File: src/rtl/touch_button_press_qualifier_defines.svh
// Assertion macros for the touch button press qualifier.
// Needs clk and rst_n in the scope of each use.
`ifndef TOUCH_BUTTON_PRESS_QUALIFIER_DEFINES_SVH
`define TOUCH_BUTTON_PRESS_QUALIFIER_DEFINES_SVH
`ifndef NO_ASSERTIONS
`define TBPQ_ASSERT_NOW(lbl, ante, cons) \
  lbl: assert property (@(posedge clk) disable iff (!rst_n) (ante) |-> (cons)) \
    else $error("tbpq assertion failed");
`define TBPQ_ASSERT_NEXT(lbl, ante, cons) \
  lbl: assert property (@(posedge clk) disable iff (!rst_n) (ante) |=> (cons)) \
    else $error("tbpq assertion failed");
`else
`define TBPQ_ASSERT_NOW(lbl, ante, cons)
`define TBPQ_ASSERT_NEXT(lbl, ante, cons)
`endif
`endif

File: src/rtl/tbpq_pkg.sv
// Shared types and constants of the touch button press qualifier.
// No dependencies.
package tbpq_pkg;

  localparam logic [1:0] CMD_SAMPLE = 2'd0;
  localparam logic [1:0] CMD_LOAD   = 2'd1;
  localparam logic [1:0] CMD_CLEAR  = 2'd2;

  localparam logic [1:0] EV_NONE      = 2'd0;
  localparam logic [1:0] EV_HIGHLIGHT = 2'd1;
  localparam logic [1:0] EV_ABORT     = 2'd2;
  localparam logic [1:0] EV_RELEASE   = 2'd3;

  localparam logic [1:0]  ROT_SWAPPED  = 2'd0;
  localparam int          PANEL_H      = 240;
  localparam logic [15:0] DWELL_RESET  = 16'd50;
  localparam logic [14:0] RECIP3       = 15'd21846;

  typedef enum logic [1:0] {ST_IDLE, ST_SCAN, ST_POST} state_t;
  typedef enum logic [1:0] {PH_AWAIT, PH_TIMING, PH_FEEDBACK} phase_t;

  typedef struct packed {
    logic [1:0]  cmd;
    logic        touched;
    logic [11:0] touch_x;
    logic [11:0] touch_y;
    logic [31:0] now_ms;
    logic [15:0] rect_x;
    logic [15:0] rect_y;
    logic [15:0] rect_w;
    logic [15:0] rect_h;
    logic [1:0]  rect_rotation;
    logic        has_action;
  } in_item_t;

  typedef struct packed {
    logic [1:0] event_res;
    logic [3:0] button_index;
    logic       fire_action;
    logic       table_full;
  } out_item_t;

  typedef struct packed {
    logic [15:0] left;
    logic [15:0] top;
    logic [15:0] width;
    logic [15:0] height;
    logic        rotated;
    logic        action;
  } entry_t;

  // query travelling down the cell row
  typedef struct packed {
    logic        valid;
    logic        found;
    logic [12:0] px;
    logic [11:0] py;
  } token_t;

endpackage

File: src/rtl/tbpq_cell.sv
// One button cell: holds a rectangle and hit-tests the passing query.
// Depends on tbpq_pkg.
module tbpq_cell #(
  parameter int IDX_W = 4
) (
  input  logic                clk,
  input  logic                rst_n,
  input  logic                wr_en,
  input  tbpq_pkg::entry_t    wr_entry,
  input  logic                active,
  input  logic [IDX_W-1:0]    self_idx,
  input  tbpq_pkg::token_t    tok_in,
  input  logic [IDX_W-1:0]    idx_in,
  output tbpq_pkg::token_t    tok_out,
  output logic [IDX_W-1:0]    idx_out,
  output logic                act_out
);

  tbpq_pkg::entry_t   entry_r;
  tbpq_pkg::token_t   tok_r;
  logic [IDX_W-1:0]   idx_r;

  logic [16:0] x_end;
  logic [16:0] y_end;
  logic [17:0] rot_lo;
  logic [17:0] rot_hi;
  logic        dir_hit;
  logic        rot_hit;
  logic        hit;

  always_comb begin
    x_end   = {1'b0, entry_r.left} + {1'b0, entry_r.width};
    y_end   = {1'b0, entry_r.top} + {1'b0, entry_r.height};
    dir_hit = ({3'b0, tok_in.px} >= entry_r.left) && ({4'b0, tok_in.px} < x_end) &&
              ({4'b0, tok_in.py} >= entry_r.top) && ({5'b0, tok_in.py} < y_end);
    // swapped box: x over top..top+height, y over 240-(left+width)..240-left
    rot_lo  = {6'b0, tok_in.py} + {1'b0, x_end};
    rot_hi  = {6'b0, tok_in.py} + {2'b0, entry_r.left};
    rot_hit = ({3'b0, tok_in.px} >= entry_r.top) && ({4'b0, tok_in.px} < y_end) &&
              (rot_lo >= 18'(tbpq_pkg::PANEL_H)) && (rot_hi < 18'(tbpq_pkg::PANEL_H));
    hit     = active && (entry_r.rotated ? rot_hit : dir_hit);
  end

  always_ff @(posedge clk) begin
    if (wr_en) begin
      entry_r <= wr_entry;
    end
  end

  always_ff @(posedge clk) begin
    if (!rst_n) begin
      tok_r.valid <= 1'b0;
    end else begin
      tok_r.valid <= tok_in.valid;
    end
    tok_r.px <= tok_in.px;
    tok_r.py <= tok_in.py;
    if (!tok_in.found && hit) begin
      tok_r.found <= 1'b1;
      idx_r       <= self_idx;
    end else begin
      tok_r.found <= tok_in.found;
      idx_r       <= idx_in;
    end
  end

  assign tok_out = tok_r;
  assign idx_out = idx_r;
  assign act_out = entry_r.action;

endmodule

File: config.mk
export PLATFORM = sky130hd
export DESIGN_NAME = tbpq_cell
export DESIGN_NICKNAME = d
export VERILOG_FILES = /design/src/rtl/touch_button_press_qualifier_defines.svh /design/src/rtl/tbpq_pkg.sv /design/src/rtl/tbpq_cell.sv
export SDC_FILE = /design/constraint.sdc
export NUM_CORES = 1
export LEC_CHECK = 0
export BUFFER_PORTS_ARGS = -buffer_cell sky130_fd_sc_hd__buf_2
export CAP_MARGIN = 40
export CORE_ASPECT_RATIO = 0.7
export CORE_MARGIN = 2
export CORE_UTILIZATION = 55
export DETAILED_ROUTE_END_ITERATION = 8
export GPL_TIMING_DRIVEN = 0
export PLACE_DENSITY = 0.84
export SYNTH_ARGS = -nofsm -noshare
export SYNTH_HDL_FRONTEND = slang
export SYNTH_SLANG_ARGS = --single-unit
File: constraint.sdc
create_clock -name clk -period 8.3 [get_ports clk]
set_input_delay 0.415 -clock clk [delete_from_list [all_inputs] [get_ports clk]]
set_output_delay 0.415 -clock clk [all_outputs]
set_load 0.03 [all_outputs]
Yosys cells after proc, flatten, opt, wreduce, memory -nomap -nowiden
Index checks and enable logic that the tools add are counted.
{"block": "word_totals", "regBits": 97, "in_bits": 105, "out_inout_bits": 32, "elab_cells": 34}
{"block": "classes", "addsub": 4, "order_cmp": 8, "muxes": 2, "n_reduce_logical": 9}
{"operator": "$add 16x16->17", "n": 2}
{"operator": "$lt 13x17->1", "n": 2}
{"operator": "$ge 13x16->1", "n": 2}
{"operator": "$add 12x17->18", "n": 1}
{"operator": "$ge 18x8->1 const B", "n": 1}
{"operator": "$add 12x16->17", "n": 1}
{"operator": "$lt 12x17->1", "n": 1}
{"operator": "$lt 17x8->1 const B", "n": 1}
{"operator": "$ge 12x16->1", "n": 1}
{"operator": "$logic_and 1x1->1", "n": 8}
{"operator": "$mux 4", "n": 1}
{"operator": "$logic_not 1->1", "n": 1}
{"operator": "$mux 1", "n": 1}

Longest topological paths before layout
{"block": "depth", "word_depth": 9, "mapped_depth": 19}

Least setup slack after synthesis
OpenSTA, ideal clock, no wires.
{"block": "synth_path", "path_kind": "register to register", "start": "register entry_r[50] (netlist name)", "end": "register idx_r[0] (netlist: idx_out[0])", "arrival_time_ps": 3944, "path_slack_ps": 4235, "stages_incl_launch_ff": 20, "period_less_slack_ps": 4065, "cell_sequence": "edfxtp_1 ha_1 inv_1 fa_1 nand2b_1 a21o_1 nand2_1 a31oi_1 xnor2_1 ha_1 a21o_1 a21o_1 a21oi_1 o21ai_0 xor2_1 nor4_1 o41ai_1 a2111oi_2 o32a_4 mux2_4"}
{"block": "synth_between", "elab_chain_cells": 9, "elab_cells_between_ends": 16}
{"item": "start: declaration", "line_no": "tbpq_cell.sv:19", "source": "tbpq_pkg::entry_t entry_r;"}
{"item": "start signal: assignment", "line_no": "tbpq_cell.sv:46", "source": "entry_r <= wr_entry;"}
{"item": "$add 16x16->17", "line_no": "tbpq_cell.sv:32", "source": "x_end = {1'b0, entry_r.left} + {1'b0, entry_r.width};"}
{"item": "$add 12x17->18 or $lt 13x17->1 (tied branches)", "line_no": "tbpq_cell.sv:37, tbpq_cell.sv:34"}
{"item": "$ge 18x8->1 or $logic_and 1x1->1 (tied branches)", "line_no": "tbpq_cell.sv:40, tbpq_cell.sv:34"}
{"item": "$logic_and 1x1->1 (on tied branches)", "line_no": "tbpq_cell.sv:39, tbpq_cell.sv:34"}
{"item": "$logic_and 1x1->1 (on tied branches)", "line_no": "tbpq_cell.sv:40, tbpq_cell.sv:35"}
{"item": "$mux 1 *", "line_no": "tbpq_cell.sv:41", "source": "hit = active && (entry_r.rotated ? rot_hit : dir_hit);"}
{"item": "$logic_and 1x1->1 *", "line_no": "tbpq_cell.sv:41"}
{"item": "$logic_and 1x1->1 *", "line_no": "tbpq_cell.sv:58", "source": "if (!tok_in.found && hit) begin"}
{"item": "$mux 4 *", "line_no": "tbpq_cell.sv:58"}
{"item": "end signal: assignment", "line_no": "tbpq_cell.sv:60", "source": "idx_r <= self_idx;"}
{"item": "end signal: assignment", "line_no": "tbpq_cell.sv:63", "source": "idx_r <= idx_in;"}
{"item": "end: declaration", "line_no": "tbpq_cell.sv:21", "source": "logic [IDX_W-1:0] idx_r;"}
Every way passes the cells marked *; elsewhere a longest branch is shown, timed or not.
A chain may end at the register's enable or synchronous reset.

Worst setup path in the final report
{"block": "layout_path", "start": "register entry_r[50] (netlist name)", "end": "register idx_r[3] (netlist: idx_out[3])"}
Same word-level chain as after synthesis.

==> results.md <==
* Total die area at 13400 um^2
* Synth Cell Area at 6870 um^2
* Peak supply drop at 0.149 mV
* Horiz. Die Dim at 138 um
* Initial DRC count at 415
* Syn-to-layout area delta at 17.6%
* Crit path kind: reg -> reg
* Minimum clock period at 4.87 ns
* Top_reg_cell synth: edfxtp_1
* CP Data Required Time at 8.54 ns
* Worst-case clock buffer depth at 2
* Power, Total at 1.65 mW
* Number of synthesized flops with an enable pin at 66
* Root buf cell: clkbuf_16
* Cts repair resizes at 0
* Vias per inst at 5.93
* Initial antenna violation count at 1
* Yosys cell types at 63
* Synth Area in Adders at 24.2%
* Worst-path clk slew at 0.07 ns
* Global-route wire length before repair at 28100 um
* Final Hold Fails at 0
* HP Class: in -> reg
* Post-Synth XOR/XNOR Area at 4.83%
* First-pass iteration count of the detailed router at 5
* Gr ovfl total at 0
* #FFs+latches synth at 97
* Gr usage total at 27.1%
* Critical path endpoint category: register
* Compound-Gate Fraction of Synth Area at 20.1%
* MaxCap Viol Count at 0
* Vias post-DR at 5664
* Crit path DAT at 5.11 ns
* Slew Limit Fails at 0
* Core area at 12300 um^2
* Leakage at 3.81 nW
* Final ANT Viol Nets at 0
* Row cnt at 34
* RSZ-0062 raised after global routing: false
* Largest family of logic cells by synthesized area: adder cells
* # setup viols final at 0
* Clk_skew at 0.00940 ns
* Hold_buf cts at 0
* Pwr per Cell Area at 205 nW/um^2
* HPWL Detailed at 13800 um
* Gate Count Post-Synth at 640
* Max H-tree Level at 3
* DRT Wirelength at 17600 um
* Die Y-Extent at 97.5 um
* DRC Markers at 0
* Clock sink count at 97
* Vias in the first global route at 5819
* Number of diodes at 0
* Crit path max fanout at 5
* Final worst path period share at 58.7%
* Cts bufs inserted at 9
* Setup TNS at 0 ns
* Async S/R FF share, synth at 0%
* Register area share after synthesis at 37.9%
* Number of placed I/O pins at 137
* Port bufs at 136
* Syn Area/Cell at 10.7 um^2
* WL per Instance at 18.4 um
* Max Clock Freq at 0.205 GHz
* Simple-gate portion of the synthesized area at 8.71%
* Worst slew margin at 51.1%
* Mux cell area share after synthesis at 1.17%
* Skew-Pair Late Insertion Delay at 0.35 ns
* Final GP Congestion at 0.870
* Nets at 1024
* CP Launch Type: register
* Tightest Pin Transition at 0.733 ns
* Syn nets at 876
* TritonCTS clock tree: done
* Post-CTS Setup Bufs at 0
* Synthesis warning total at 0
* Share of cells above drive strength 1 at 22.6%
* Starting Density at 55.8%
* Status: completed
* Largest net degree at the start of global routing at 36
==> cells by family (layout without fill, tap and decap cells) <==
group / after synthesis / after routing
compound gates: 197 / 197
fa+ha+maj: 131 / 131
xor+xnor: 37 / 37
buf+inv: 53 / 206
simple gates: 119 / 119
mux: 6 / 6
flops: 97 / 97
==> cells in the mapped netlist, types with 3 or more instances <==
master | number | area (um^2)
nand4_1 | 4 | 25.0
mux2_4 | 4 | 60.1
or2_2 | 3 | 18.8
nand2_1 | 31 | 116
a21oi_1 | 60 | 300
a211o_1 | 3 | 26.3
ha_1 | 128 | 1600
a2111oi_0 | 3 | 26.3
nor2_1 | 25 | 93.8
nor4_1 | 5 | 31.3
edfxtp_1 | 66 | 1980
xnor2_1 | 14 | 123
o21ai_0 | 22 | 110
xor2_1 | 22 | 193
nor2b_1 | 6 | 37.5
and2_1 | 3 | 18.8
nor3_1 | 5 | 25.0
a211oi_2 | 4 | 50.1
dfxtp_1 | 31 | 621
o31ai_1 | 3 | 22.5
fa_1 | 3 | 60.1
or3_1 | 3 | 18.8
nand3_1 | 14 | 70.1
o21a_1 | 13 | 97.6
a31oi_1 | 6 | 37.5
o211ai_1 | 10 | 75.1
o21ai_1 | 5 | 25.0
inv_1 | 49 | 184
nand2b_1 | 10 | 62.6
a211oi_1 | 10 | 75.1
o2111ai_1 | 8 | 70.1
a21o_1 | 30 | 225
==> critical path, cell delays in order, from the launching register on <==
cell and delay (ns):
edfxtp_1 0.40, ha_1 0.23, inv_1 0.07, fa_1 0.39, nand2b_1 0.18, a21o_1 0.22
nand2_1 0.12, a31oi_1 0.11, xnor2_1 0.25, ha_1 0.33, a21o_1 0.20, a21o_1 0.17
a21oi_1 0.13, o21ai_0 0.13, xor2_1 0.19, nor4_1 0.28, o41ai_1 0.18, a2111oi_2 0.53
o32a_4 0.32, mux2_4 0.31
==> layout make-up <==
class / count / area, um^2
Buffer: 4 / 30.0
Clock buffer: 9 / 225
Clock inverter: 7 / 78.8
Fill cell: 971 / 4220
Inverter: 49 / 184
Multi-Input combinational cell: 490 / 4050
Sequential cell: 97 / 2600
Tap cell: 162 / 203
Timing Repair Buffer: 137 / 701
==> cells in the final DEF, fill, tap and decap left out, drive strengths merged, types with 4 or more instances in the layout <==
cell type	instances
dfxtp	31
buf	139
a21o	30
nand4	4
o21ai	27
nor4	5
a211oi	15
ha	128
nand2b	10
o2111ai	8
o21a	13
nand2	31
inv	51
mux2	4
a21oi	63
nor2b	6
o211ai	11
edfxtp	66
nand3	14
nor2	25
xnor2	14
a31oi	6
clkbuf	11
xor2	23
a2111oi	4
nor3	5
==> state kept, by name, summed over array words and instances, names as in the netlist <==
| signal | count |
|---|---|
| act_out | 1 |
| entry_r | 65 |
| idx_out | 4 |
| tok_out | 27 |
==> path summary, 6_finish.rpt <==
path	startpoint	endpoint	slack [ns]	cells past startpoint
worst max-delay path	entry_r[50]	idx_out[3]	3.43	19
worst max register to register	entry_r[50]	idx_out[3]	3.43	19
worst min-delay path	tok_in[12]	tok_out[12]	0.23	1
worst min register to register	entry_r[49]	tok_out[25]	1.02	6
==> layer usage <==
metal / wire, um / vias to the layer above / global-route usage, %
met2: 8140 / 209 / 43.8
met1: 7970 / 2694 / 36.5
met4: 406 / 0 / 8.25
li1: - / 2724 / -
met3: 1040 / 37 / 5.58
met5: 0 / - / 0
==> through the flow <==
stage                     util, %  instances  hold slack, ns  cell area, um^2  setup WS (ns)
after floorplan                 -        640           0.443             6870           4.24
after global placement       63.0        938           0.583             7750           3.63
after detailed placement     63.2        939           0.575             7770           3.53
after CTS                    65.7        955           0.212             8070           3.47
after global routing         65.7        955           0.214             8070           3.14
final                        65.7        955           0.225             8070           3.43
==> power breakdown <==
part           leakage [nW]  internal, mW  switching, mW
clock network         0.146         0.237          0.190
registers             0.907         0.554         0.0206
logic                  2.76         0.275          0.378
total                  3.81          1.07          0.588
No activity file was read; power rests on OpenSTA's default activity.
